### src/rtl/pwpm_pkg.sv
// pwpm_pkg: shared constants, codes and types for the pulse width / period meter
// used by pwpm_front, pwpm_queue, pwpm_back and pulse_width_period_meter
package pwpm_pkg;

    localparam int COUNT_WIDTH_DEF = 16;
    localparam int QUEUE_DEPTH_DEF = 2;

    localparam int CFG_INDEX_W = 3;
    localparam int CFG_DATA_W  = 24;

    localparam logic [CFG_INDEX_W-1:0] CFG_UNITS_MS    = 3'd0;
    localparam logic [CFG_INDEX_W-1:0] CFG_OUTPUT_MODE = 3'd1;
    localparam logic [CFG_INDEX_W-1:0] CFG_TIMEOUT     = 3'd2;
    localparam logic [CFG_INDEX_W-1:0] CFG_US_SCALE    = 3'd3;
    localparam logic [CFG_INDEX_W-1:0] CFG_SAMPLE_RATE = 3'd4;

    localparam logic [23:0] US_SCALE_RST    = 24'd1137778;
    localparam logic [19:0] SAMPLE_RATE_RST = 20'd57600;

    localparam logic [3:0] MODE_HIGH_FALL  = 4'd0;
    localparam logic [3:0] MODE_LOW_RISE   = 4'd1;
    localparam logic [3:0] MODE_COUNT_FALL = 4'd2;
    localparam logic [3:0] MODE_PER_RISE   = 4'd3;
    localparam logic [3:0] MODE_PER_FALL   = 4'd4;
    localparam logic [3:0] MODE_FREQ_RISE  = 4'd5;
    localparam logic [3:0] MODE_FREQ_FALL  = 4'd6;
    localparam logic [3:0] MODE_DUTY_RISE  = 4'd7;
    localparam logic [3:0] MODE_DUTY_FALL  = 4'd8;
    localparam logic [3:0] MODE_TAGGED     = 4'd9;

    localparam logic [15:0] SAT16      = 16'hFFFF;
    localparam logic [14:0] TAG_SAT    = 15'h7FFF;
    localparam logic [24:0] UNIT_SCALE = 25'h10000;
    localparam logic [9:0]  MS_DIVIDEND = 10'd1000;
    localparam int          FRAC_BITS  = 16;

    typedef logic [2:0] t_op;
    localparam t_op OP_CONST  = 3'd0;
    localparam t_op OP_TIME   = 3'd1;
    localparam t_op OP_PERIOD = 3'd2;
    localparam t_op OP_FREQ   = 3'd3;
    localparam t_op OP_DUTY   = 3'd4;

    typedef struct packed {
        t_op         op;
        logic        vld;
        logic [15:0] cval;
        logic        tag_fmt;
        logic        high;
    } t_job;

    typedef struct packed {
        logic        units_ms;
        logic [3:0]  output_mode;
        logic [15:0] timeout_ticks;
        logic [23:0] us_scale;
        logic [19:0] sample_rate_hz;
    } t_cfg;

endpackage

### src/rtl/pulse_width_period_meter.sv
// pulse_width_period_meter: top level with configuration registers
// plain values pass the back part's PREP and OUT states; converted times and periods also pass
// MUL and CONV; frequency and duty pass the shared divider (one quotient bit per cycle)
// one transaction per back pass: a new job is popped only in S_IDLE, after the last has left S_OUT
// reset: synchronous active-low i_rst_n clears counters, queue and output; config to defaults
module pulse_width_period_meter import pwpm_pkg::*; #(
    parameter int COUNT_WIDTH = COUNT_WIDTH_DEF,
    parameter int QUEUE_DEPTH = QUEUE_DEPTH_DEF
) (
    input  logic                   i_clk,
    input  logic                   i_rst_n,
    input  logic                   i_in_valid,
    output logic                   o_in_stall,
    input  logic                   i_kind,
    input  logic                   i_level,
    output logic                   o_out_valid,
    input  logic                   i_out_stall,
    output logic                   o_value_valid,
    output logic [15:0]            o_value,
    output logic [15:0]            o_hi_span,
    output logic [15:0]            o_lo_span,
    output logic [15:0]            o_fall_total,
    input  logic                   i_cfg_valid,
    output logic                   o_cfg_ready,
    input  logic [CFG_INDEX_W-1:0] i_cfg_index,
    input  logic [CFG_DATA_W-1:0]  i_cfg_data
);

    localparam int CW = COUNT_WIDTH;
    localparam int QW = $bits(t_job) + 3 * CW;

    t_cfg r_cfg;

    logic          push, pop, full, empty;
    t_job          f_job, b_job;
    logic [CW-1:0] f_hl, f_ll, f_ec, b_hl, b_ll, b_ec;
    logic [QW-1:0] q_rd_data;

    assign o_cfg_ready = 1'b1;

    always_ff @(posedge i_clk) begin
        if (!i_rst_n) begin
            r_cfg.units_ms       <= 1'b0;
            r_cfg.output_mode    <= MODE_HIGH_FALL;
            r_cfg.timeout_ticks  <= 16'd0;
            r_cfg.us_scale       <= US_SCALE_RST;
            r_cfg.sample_rate_hz <= SAMPLE_RATE_RST;
        end else if (i_cfg_valid) begin
            case (i_cfg_index)
                CFG_UNITS_MS:    r_cfg.units_ms       <= i_cfg_data[0];
                CFG_OUTPUT_MODE: r_cfg.output_mode    <= i_cfg_data[3:0];
                CFG_TIMEOUT:     r_cfg.timeout_ticks  <= i_cfg_data[15:0];
                CFG_US_SCALE:    r_cfg.us_scale       <= i_cfg_data[23:0];
                CFG_SAMPLE_RATE: r_cfg.sample_rate_hz <= i_cfg_data[19:0];
                default: begin
                end
            endcase
        end
    end

    pwpm_front #(
        .COUNT_WIDTH(COUNT_WIDTH)
    ) u_front (
        .i_clk      (i_clk),
        .i_rst_n    (i_rst_n),
        .i_in_valid (i_in_valid),
        .o_in_stall (o_in_stall),
        .i_kind     (i_kind),
        .i_level    (i_level),
        .i_cfg      (r_cfg),
        .i_full     (full),
        .o_push     (push),
        .o_job      (f_job),
        .o_hl       (f_hl),
        .o_ll       (f_ll),
        .o_ec       (f_ec)
    );

    pwpm_queue #(
        .WIDTH(QW),
        .DEPTH(QUEUE_DEPTH)
    ) u_queue (
        .i_clk     (i_clk),
        .i_rst_n   (i_rst_n),
        .i_wr      (push),
        .i_wr_data ({f_job, f_hl, f_ll, f_ec}),
        .i_rd      (pop),
        .o_rd_data (q_rd_data),
        .o_full    (full),
        .o_empty   (empty)
    );

    assign {b_job, b_hl, b_ll, b_ec} = q_rd_data;

    pwpm_back #(
        .COUNT_WIDTH(COUNT_WIDTH)
    ) u_back (
        .i_clk         (i_clk),
        .i_rst_n       (i_rst_n),
        .i_cfg         (r_cfg),
        .i_empty       (empty),
        .o_pop         (pop),
        .i_job         (b_job),
        .i_hl          (b_hl),
        .i_ll          (b_ll),
        .i_ec          (b_ec),
        .o_out_valid   (o_out_valid),
        .i_out_stall   (i_out_stall),
        .o_value_valid (o_value_valid),
        .o_value       (o_value),
        .o_hi_span     (o_hi_span),
        .o_lo_span     (o_lo_span),
        .o_fall_total  (o_fall_total)
    );

endmodule

### src/rtl/pwpm_front.sv
// pwpm_front: edge detection, run length counting and job classification
// depends on pwpm_pkg; feeds jobs into pwpm_queue
module pwpm_front import pwpm_pkg::*; #(
    parameter int COUNT_WIDTH = COUNT_WIDTH_DEF
) (
    input  logic                   i_clk,
    input  logic                   i_rst_n,
    input  logic                   i_in_valid,
    output logic                   o_in_stall,
    input  logic                   i_kind,
    input  logic                   i_level,
    input  t_cfg                   i_cfg,
    input  logic                   i_full,
    output logic                   o_push,
    output t_job                   o_job,
    output logic [COUNT_WIDTH-1:0] o_hl,
    output logic [COUNT_WIDTH-1:0] o_ll,
    output logic [COUNT_WIDTH-1:0] o_ec
);

    localparam int CW = COUNT_WIDTH;

    logic          r_last, n_last;
    logic [CW-1:0] r_run, n_run;
    logic [CW-1:0] r_hl, n_hl;
    logic [CW-1:0] r_ll, n_ll;
    logic [CW-1:0] r_ec, n_ec;
    logic [15:0]   r_tc, n_tc;
    logic [CW+15:0] ec_ext;
    logic          fire;
    t_job          job;

    assign o_in_stall = i_full;
    assign fire       = i_in_valid && !i_full;
    assign ec_ext     = {16'd0, n_ec};

    always_comb begin
        n_last = r_last;
        n_run  = r_run;
        n_hl   = r_hl;
        n_ll   = r_ll;
        n_ec   = r_ec;
        n_tc   = r_tc;
        job    = '0;
        job.op = OP_CONST;
        if (i_kind) begin
            if (i_cfg.timeout_ticks != 16'd0) begin
                if (r_tc != SAT16) begin
                    n_tc = r_tc + 16'd1;
                end
                if ((i_cfg.output_mode inside {MODE_FREQ_RISE, MODE_FREQ_FALL}) &&
                    n_tc > i_cfg.timeout_ticks) begin
                    job.vld = 1'b1;
                end
            end
        end else if (i_level == r_last) begin
            n_run = r_run + CW'(1);
        end else if (i_level) begin
            // rising edge
            n_ll   = r_run;
            n_run  = CW'(1);
            n_last = 1'b1;
            case (i_cfg.output_mode)
                MODE_LOW_RISE, MODE_TAGGED: begin
                    job.op      = OP_TIME;
                    job.vld     = 1'b1;
                    job.tag_fmt = (i_cfg.output_mode == MODE_TAGGED);
                end
                MODE_PER_RISE: begin
                    job.op  = OP_PERIOD;
                    job.vld = 1'b1;
                end
                MODE_FREQ_RISE: begin
                    job.op  = OP_FREQ;
                    job.vld = 1'b1;
                end
                MODE_DUTY_RISE: begin
                    job.op  = OP_DUTY;
                    job.vld = 1'b1;
                end
                default: begin
                    job.vld = 1'b0;
                end
            endcase
        end else begin
            // falling edge
            n_hl   = r_run;
            n_run  = CW'(1);
            n_last = 1'b0;
            n_ec   = r_ec + CW'(1);
            n_tc   = 16'd0;
            case (i_cfg.output_mode)
                MODE_HIGH_FALL, MODE_TAGGED: begin
                    job.op      = OP_TIME;
                    job.vld     = 1'b1;
                    job.high    = 1'b1;
                    job.tag_fmt = (i_cfg.output_mode == MODE_TAGGED);
                end
                MODE_COUNT_FALL: begin
                    job.vld  = 1'b1;
                    job.cval = ec_ext[15:0];
                end
                MODE_PER_FALL: begin
                    job.op  = OP_PERIOD;
                    job.vld = 1'b1;
                end
                MODE_FREQ_FALL: begin
                    job.op  = OP_FREQ;
                    job.vld = 1'b1;
                end
                MODE_DUTY_FALL: begin
                    job.op  = OP_DUTY;
                    job.vld = 1'b1;
                end
                default: begin
                    job.vld = 1'b0;
                end
            endcase
        end
    end

    always_ff @(posedge i_clk) begin
        if (!i_rst_n) begin
            r_last <= 1'b0;
            r_run  <= '0;
            r_hl   <= '0;
            r_ll   <= '0;
            r_ec   <= '0;
            r_tc   <= '0;
        end else if (fire) begin
            r_last <= n_last;
            r_run  <= n_run;
            r_hl   <= n_hl;
            r_ll   <= n_ll;
            r_ec   <= n_ec;
            r_tc   <= n_tc;
        end
    end

    assign o_push = fire;
    assign o_job  = job;
    assign o_hl   = n_hl;
    assign o_ll   = n_ll;
    assign o_ec   = n_ec;

endmodule

### src/rtl/pwpm_queue.sv
// pwpm_queue: short job queue between the front and back parts
// depends on pwpm_pkg for its default depth
module pwpm_queue import pwpm_pkg::*; #(
    parameter int WIDTH = 8,
    parameter int DEPTH = QUEUE_DEPTH_DEF
) (
    input  logic             i_clk,
    input  logic             i_rst_n,
    input  logic             i_wr,
    input  logic [WIDTH-1:0] i_wr_data,
    input  logic             i_rd,
    output logic [WIDTH-1:0] o_rd_data,
    output logic             o_full,
    output logic             o_empty
);

    localparam int AW = (DEPTH > 1) ? $clog2(DEPTH) : 1;
    localparam int NW = $clog2(DEPTH + 1);

    logic [WIDTH-1:0] r_mem [DEPTH];
    logic [AW-1:0]    r_wr_ptr, r_rd_ptr;
    logic [NW-1:0]    r_count;

    assign o_full    = (r_count == NW'(DEPTH));
    assign o_empty   = (r_count == '0);
    assign o_rd_data = r_mem[r_rd_ptr];

    always_ff @(posedge i_clk) begin
        if (i_wr) begin
            r_mem[r_wr_ptr] <= i_wr_data;
        end
    end

    always_ff @(posedge i_clk) begin
        if (!i_rst_n) begin
            r_wr_ptr <= '0;
            r_rd_ptr <= '0;
            r_count  <= '0;
        end else begin
            if (i_wr) begin
                r_wr_ptr <= (r_wr_ptr == AW'(DEPTH - 1)) ? '0 : r_wr_ptr + AW'(1);
            end
            if (i_rd) begin
                r_rd_ptr <= (r_rd_ptr == AW'(DEPTH - 1)) ? '0 : r_rd_ptr + AW'(1);
            end
            if (i_wr && !i_rd) begin
                r_count <= r_count + NW'(1);
            end else if (!i_wr && i_rd) begin
                r_count <= r_count - NW'(1);
            end
        end
    end

`ifndef SYNTHESIS
    a_no_overflow: assert property (@(posedge i_clk) disable iff (!i_rst_n)
        i_wr |-> (!o_full || i_rd))
        else $error("queue written while full");
    a_no_underflow: assert property (@(posedge i_clk) disable iff (!i_rst_n)
        i_rd |-> !o_empty)
        else $error("queue read while empty");
    a_count_up: assert property (@(posedge i_clk) disable iff (!i_rst_n)
        (i_wr && !i_rd) |=> (r_count == $past(r_count) + NW'(1)))
        else $error("queue count did not follow a write");
`endif

endmodule

### src/rtl/pwpm_back.sv
// pwpm_back: unit conversion multiplier, iterative divider and result register
// depends on pwpm_pkg; takes jobs from pwpm_queue
module pwpm_back import pwpm_pkg::*; #(
    parameter int COUNT_WIDTH = COUNT_WIDTH_DEF
) (
    input  logic                   i_clk,
    input  logic                   i_rst_n,
    input  t_cfg                   i_cfg,
    input  logic                   i_empty,
    output logic                   o_pop,
    input  t_job                   i_job,
    input  logic [COUNT_WIDTH-1:0] i_hl,
    input  logic [COUNT_WIDTH-1:0] i_ll,
    input  logic [COUNT_WIDTH-1:0] i_ec,
    output logic                   o_out_valid,
    input  logic                   i_out_stall,
    output logic                   o_value_valid,
    output logic [15:0]            o_value,
    output logic [15:0]            o_hi_span,
    output logic [15:0]            o_lo_span,
    output logic [15:0]            o_fall_total
);

    localparam int CW   = COUNT_WIDTH;
    localparam int DW   = CW + FRAC_BITS;
    localparam int PW   = CW + 26;
    localparam int CNTW = $clog2(DW + 1);

    localparam logic [2:0] S_IDLE = 3'd0;
    localparam logic [2:0] S_PREP = 3'd1;
    localparam logic [2:0] S_MUL  = 3'd2;
    localparam logic [2:0] S_CONV = 3'd3;
    localparam logic [2:0] S_DIV  = 3'd4;
    localparam logic [2:0] S_POST = 3'd5;
    localparam logic [2:0] S_OUT  = 3'd6;

    logic [2:0]     r_state, n_state;
    t_job           r_ctl;
    logic [CW-1:0]  r_hl, r_ll, r_ec;
    logic [CW:0]    r_mul_a, n_mul_a;
    logic [PW-1:0]  r_prod;
    logic [DW-1:0]  r_dvd, n_dvd;
    logic [CW+1:0]  r_rem, n_rem;
    logic [CW:0]    r_div, n_div;
    logic [CNTW-1:0] r_cnt, n_cnt;
    logic [15:0]    r_res, n_res;

    logic           r_out_valid, r_out_vv;
    logic [15:0]    r_out_value, r_out_ht, r_out_lt, r_out_pc;

    logic [CW:0]    period;
    logic [24:0]    scale;
    logic [PW-17:0] conv;
    logic [CW+1:0]  rem_sh;
    logic           take;
    logic [DW:0]    q_round;
    logic [DW-1:0]  q_fin;
    logic [CW+15:0] hl_ext, ll_ext, ec_ext;
    logic           out_free;

    assign period   = {1'b0, r_hl} + {1'b0, r_ll};
    assign scale    = (r_ctl.op inside {OP_TIME, OP_PERIOD}) ?
                      (i_cfg.units_ms ? UNIT_SCALE : {1'b0, i_cfg.us_scale}) : UNIT_SCALE;
    assign conv     = r_prod[PW-1:FRAC_BITS];
    assign rem_sh   = {r_rem[CW:0], r_dvd[DW-1]};
    assign take     = (rem_sh >= {1'b0, r_div});
    assign q_round  = ({1'b0, r_dvd} + (DW+1)'(1)) >> 1;
    assign q_fin    = (r_ctl.op == OP_FREQ && !i_cfg.units_ms) ? q_round[DW-1:0] : r_dvd;
    assign hl_ext   = {16'd0, r_hl};
    assign ll_ext   = {16'd0, r_ll};
    assign ec_ext   = {16'd0, r_ec};
    assign out_free = !r_out_valid || !i_out_stall;
    assign o_pop    = (r_state == S_IDLE) && !i_empty;

    always_comb begin
        n_state = r_state;
        n_mul_a = r_mul_a;
        n_dvd   = r_dvd;
        n_rem   = r_rem;
        n_div   = r_div;
        n_cnt   = r_cnt;
        n_res   = r_res;
        case (r_state)
            S_IDLE: begin
                if (!i_empty) begin
                    n_state = S_PREP;
                end
            end
            S_PREP: begin
                n_rem = '0;
                n_div = period;
                n_cnt = CNTW'(DW);
                case (r_ctl.op)
                    OP_TIME: begin
                        n_mul_a = r_ctl.high ? {1'b0, r_hl} : {1'b0, r_ll};
                        n_state = S_MUL;
                    end
                    OP_PERIOD: begin
                        n_mul_a = period;
                        n_state = S_MUL;
                    end
                    OP_FREQ, OP_DUTY: begin
                        if (period == '0) begin
                            n_res   = SAT16;
                            n_state = S_OUT;
                        end else begin
                            if (r_ctl.op == OP_DUTY) begin
                                n_dvd = {r_hl, 16'd0};
                            end else if (i_cfg.units_ms) begin
                                n_dvd = DW'(MS_DIVIDEND);
                            end else begin
                                n_dvd = DW'({i_cfg.sample_rate_hz, 1'b0});
                            end
                            n_state = S_DIV;
                        end
                    end
                    default: begin
                        n_res   = r_ctl.cval;
                        n_state = S_OUT;
                    end
                endcase
            end
            S_MUL: begin
                n_state = S_CONV;
            end
            S_CONV: begin
                if (r_ctl.tag_fmt) begin
                    n_res = {r_ctl.high, (|conv[PW-17:15]) ? TAG_SAT : conv[14:0]};
                end else begin
                    n_res = (|conv[PW-17:16]) ? SAT16 : conv[15:0];
                end
                n_state = S_OUT;
            end
            S_DIV: begin
                n_rem = take ? rem_sh - {1'b0, r_div} : rem_sh;
                n_dvd = {r_dvd[DW-2:0], take};
                n_cnt = r_cnt - CNTW'(1);
                if (r_cnt == CNTW'(1)) begin
                    n_state = S_POST;
                end
            end
            S_POST: begin
                n_res   = (|q_fin[DW-1:16]) ? SAT16 : q_fin[15:0];
                n_state = S_OUT;
            end
            S_OUT: begin
                if (out_free) begin
                    n_state = S_IDLE;
                end
            end
            default: begin
                n_state = S_IDLE;
            end
        endcase
    end

    always_ff @(posedge i_clk) begin
        if (o_pop) begin
            r_ctl <= i_job;
            r_hl  <= i_hl;
            r_ll  <= i_ll;
            r_ec  <= i_ec;
        end
        r_mul_a <= n_mul_a;
        r_dvd   <= n_dvd;
        r_rem   <= n_rem;
        r_div   <= n_div;
        r_cnt   <= n_cnt;
        r_res   <= n_res;
        if (r_state == S_MUL) begin
            r_prod <= PW'(r_mul_a * scale);
        end
    end

    always_ff @(posedge i_clk) begin
        if (!i_rst_n) begin
            r_state     <= S_IDLE;
            r_out_valid <= 1'b0;
        end else begin
            r_state <= n_state;
            if (r_state == S_OUT && out_free) begin
                r_out_valid <= 1'b1;
            end else if (!i_out_stall) begin
                r_out_valid <= 1'b0;
            end
        end
    end

    always_ff @(posedge i_clk) begin
        if (r_state == S_OUT && out_free) begin
            r_out_vv    <= r_ctl.vld;
            r_out_value <= r_ctl.vld ? r_res : 16'd0;
            r_out_ht    <= hl_ext[15:0];
            r_out_lt    <= ll_ext[15:0];
            r_out_pc    <= ec_ext[15:0];
        end
    end

    assign o_out_valid   = r_out_valid;
    assign o_value_valid = r_out_vv;
    assign o_value       = r_out_value;
    assign o_hi_span     = r_out_ht;
    assign o_lo_span     = r_out_lt;
    assign o_fall_total  = r_out_pc;

`ifndef SYNTHESIS
    a_div_count: assert property (@(posedge i_clk) disable iff (!i_rst_n)
        (r_state == S_DIV) |-> (r_cnt != '0))
        else $error("divider step count ran out");
    a_div_nonzero: assert property (@(posedge i_clk) disable iff (!i_rst_n)
        (r_state == S_DIV) |-> (r_div != '0))
        else $error("divider started with zero divisor");
`endif

endmodule
### config.mk
export PLATFORM = sky130hd
export DESIGN_NAME = pulse_width_period_meter
export DESIGN_NICKNAME = d
export VERILOG_FILES = /design/src/rtl/pwpm_pkg.sv /design/src/rtl/pulse_width_period_meter.sv /design/src/rtl/pwpm_front.sv /design/src/rtl/pwpm_queue.sv /design/src/rtl/pwpm_back.sv
export SDC_FILE = /design/constraint.sdc
export NUM_CORES = 2
export LEC_CHECK = 0
export ABC_AREA = 1
export BUFFER_PORTS_ARGS = -buffer_cell sky130_fd_sc_hd__buf_2
export CAP_MARGIN = 25
export CORE_ASPECT_RATIO = 1.4
export CORE_UTILIZATION = 48
export DETAILED_ROUTE_END_ITERATION = 10
export SKIP_LAST_GASP = 1
export SYNTH_ARGS = -nofsm -noshare
export SYNTH_HDL_FRONTEND = slang
export SYNTH_HIERARCHICAL = 1
export SYNTH_SLANG_ARGS = --single-unit
export TNS_END_PERCENT = 50
### constraint.sdc
create_clock -name i_clk -period 9.8 [get_ports i_clk]
set_input_delay 0.49 -clock i_clk [delete_from_list [all_inputs] [get_ports i_clk]]
set_output_delay 0.49 -clock i_clk [all_outputs]
set_load 0.05 [all_outputs]
==> impl_results.md <==
- Placer's final routability congestion estimate: just under 1
- Net Count, Synth: 5101
- Cell Area, Synth: about 40000 um2
- Syn Inst Count: between 4000 and 5000
- CTS tree: done
- 1st-iter DRT viols: around 2100
- Final hold vios: 0
- DIE WIDTH: between 200 and 250 um
- Total CTS buffers: 54
- Synthesized area per cell: between 8 and 9 um2
- Worst reg2reg path startpoint: u_back/r_ctl[19]
- Top cells by area, synth: edfxtp_1 (30%), fa_1 (16%), nand2_1 (9.1%)
- Worst-path clk slew: 60 ps
- Yosys reg bits: 560
- Share of cells above drive strength 1: 0.0788
- Hold path depth: 3
- Ant diodes: 0
- Max stage delay on crit path: approximately 570 ps
- Post-CTS Hold Buffers: 0
- IO buf count: 100
- Clock Tree Buf Depth: 3
- Final worst path period share: 0.779
- Asr flop ratio synth: 0
- Reg-to-Reg End: u_back/r_prod[38]
- Total die area: 84800 um2
- Setup WS pre-CTS: about 2300 ps
- Worst setup EP type: flop
- Post-synth top area share: 0.303
- Final instance area: between 40000 and 50000 um2
- Post-synth cell types: between 60 and 70
- CTS resizes: 0
- Sequential-to-total area share from yosys stat: 0.380
- Final setup violation count: 0
- Hold slack: about 80 ps
- CP dominant cell by count: inv_1
- Core Box Area: approximately 83000 um2
- Final min period: approximately 7600 ps
- Routed Antenna Nets: 0
- DRT Pass-1 Iters: 5
- Relative slew slack: 0.285
- Commonest non-fill, non-tap cell in the layout: nand2_1
- Critical Path RT: about 10000 ps
- Worst setup margin: 2160 ps
- DRC Markers: 0
- Final #Nets: 5145
- H-tree depth: 2
- Worst-case hold path end point: r_cfg[40]
- R2R Setup Slk: 2160 ps
- CTS root buffer: clkbuf_16
- WL/cell: 19.5 um
- GRT overflow: 0
- Post-CTS Setup Inserts: 0
- DP Area: between 40000 and 50000 um2
- Initial Util: 0.484
- GRT Overall Usage: 0.267
- Status: finished clean
- Yosys Warn Count: 6
- Min-Delay Path Class: primary input to flop
- Detailed Place HPWL: just under 90000 um
- Setup TNS: 0 ps
- # Max-Cap Violations: 0
- Slowest CP cell: fa_1
- Final Skew: 52.4 ps
- Vias per inst: 5.23
- Area leader, netlist: edfxtp_1
- Via count: 30000
- Worst-Margin Slew: approximately 1100 ps
- Number of synthesized flops with an enable pin: 405
- Min-delay src: i_cfg_data[20]
- Element type at the critical path start: flop
- Fmax: roughly 130 MHz
- Most frequent cells in the layout: nand2_1 (971), inv_1 (846), nor2_1 (556)
- CP arrival: 8010 ps
- Top-Level Pins: slightly above 100
- Antenna violations before repair: 0
- Most used DFF post-synth: edfxtp_1
- Vias in the first global route: ~30000
- # rows: roughly 130
- WS Path Type: flop to flop
- RSZ-0062 raised after global routing: false
- Pin count of the biggest net entering global routing: 74
- First-pass GRT wire length: around 170000 um
- Slew Limit Fails: 0
- Reg2reg path depth: 30
- Worst skew pair latency: roughly 650 ps
- Die H: 344 um
- CP max FO: 9
- Area Overhead vs Synth: 7.86%
- Sink Count: between 500 and 600
- Final wirelength: 112000 um
[synth_stat cells, types with 11 or more instances]
cell and instances:
nand2_1 972, fa_1 329, xnor2_1 23, a21oi_1 159
nand3_1 202, a31oi_1 37, mux2_4 70, nand4_1 27
edfxtp_1 405, clkbuf_1 90, ha_1 169, xor2_1 45
buf_2 24, nor2_2 11, inv_1 847, o21ai_0 221
dfxtp_1 155, a21o_1 11, buf_6 14, nor3_1 35
and2_0 15, nor2_1 557
[per-layer routing]
metal	vias to the layer above	global-route usage	part of all wire
met4	0	0.130	0.052
met1	14500	0.311	0.38
li1	14500	-	-
met3	252	0.0300	0.040
met2	793	0.485	0.52
met5	-	0	0
[cells by family (layout without fill, tap and decap cells)]
family | after synthesis | count (layout) | synth area share
AOI/OAI and AO/OA | 474 | 474 | 0.0642
DFF | 560 | 560 | 0.380
buffers and inverters | 1017 | 1107 | 0.103
adders and majority gates | 498 | 498 | 0.217
other | 1 | 1 | 0.0000934
xor gates and xnor gates | 69 | 69 | 0.0152
and+or+nand+nor | 1880 | 1880 | 0.195
muxes | 70 | 70 | 0.0262
[layout make-up]
class	instances	area (um2)
timing repair buffer	138	835
fill	7846	39600
clock buffer	68	1410
inverter	867	3250
tap	1079	1350
sequential	560	15300
multi-input combinational	2992	20800
clock inverter	34	379
[worst max-delay path: cells and delay by family (launching register included)]
family,cells,cell delay (ps)
buf+inv,10,1240
compound gates,5,840
simple gates,7,1180
xor+xnor,1,160
flops,1,410
fa+ha+maj,7,3550
[worst max path at each step]
| stage | start | slack [ps] | depth (start not counted) | endpoint |
|---|---|---|---|---|
| 3_3_place_gp | u_back/r_ctl[19] | 1700 | 29 | u_back/r_prod[36] |
| 3_5_place_dp | u_back/r_ctl[19] | 2260 | 30 | u_back/r_prod[38] |
| 2_1_floorplan | u_back/r_state[2] | 1260 | 9 | u_queue/r_count[1] |
| 6_report | u_back/r_ctl[19] | 2160 | 30 | u_back/r_prod[38] |
| 4_1_cts | u_back/r_ctl[19] | 2210 | 30 | u_back/r_prod[38] |
| 5_1_grt | u_back/r_ctl[19] | 1790 | 30 | u_back/r_prod[38] |
[stage by stage]
stage,instances,utilization
5_1_grt,5738,0.522
2_1_floorplan,4569,-
3_3_place_gp,5632,0.500
3_5_place_dp,5634,0.500
6_report,5738,0.522
4_1_cts,5736,0.522
[flip-flops by register name, indices dropped and copies added, names as in the netlist, 17 cells and up, named ones only]
signal / flops
u_queue/r_mem: 140
r_cfg: 65
u_back/r_dvd: 32
u_back/r_prod: 25
u_back/r_ctl: 22
u_back/r_div: 17
u_back/r_mul_a: 17
u_back/r_rem: 17
Power is not shown: default switching activity piles up to over one toggle a cycle in this logic, so the estimate is an artifact.
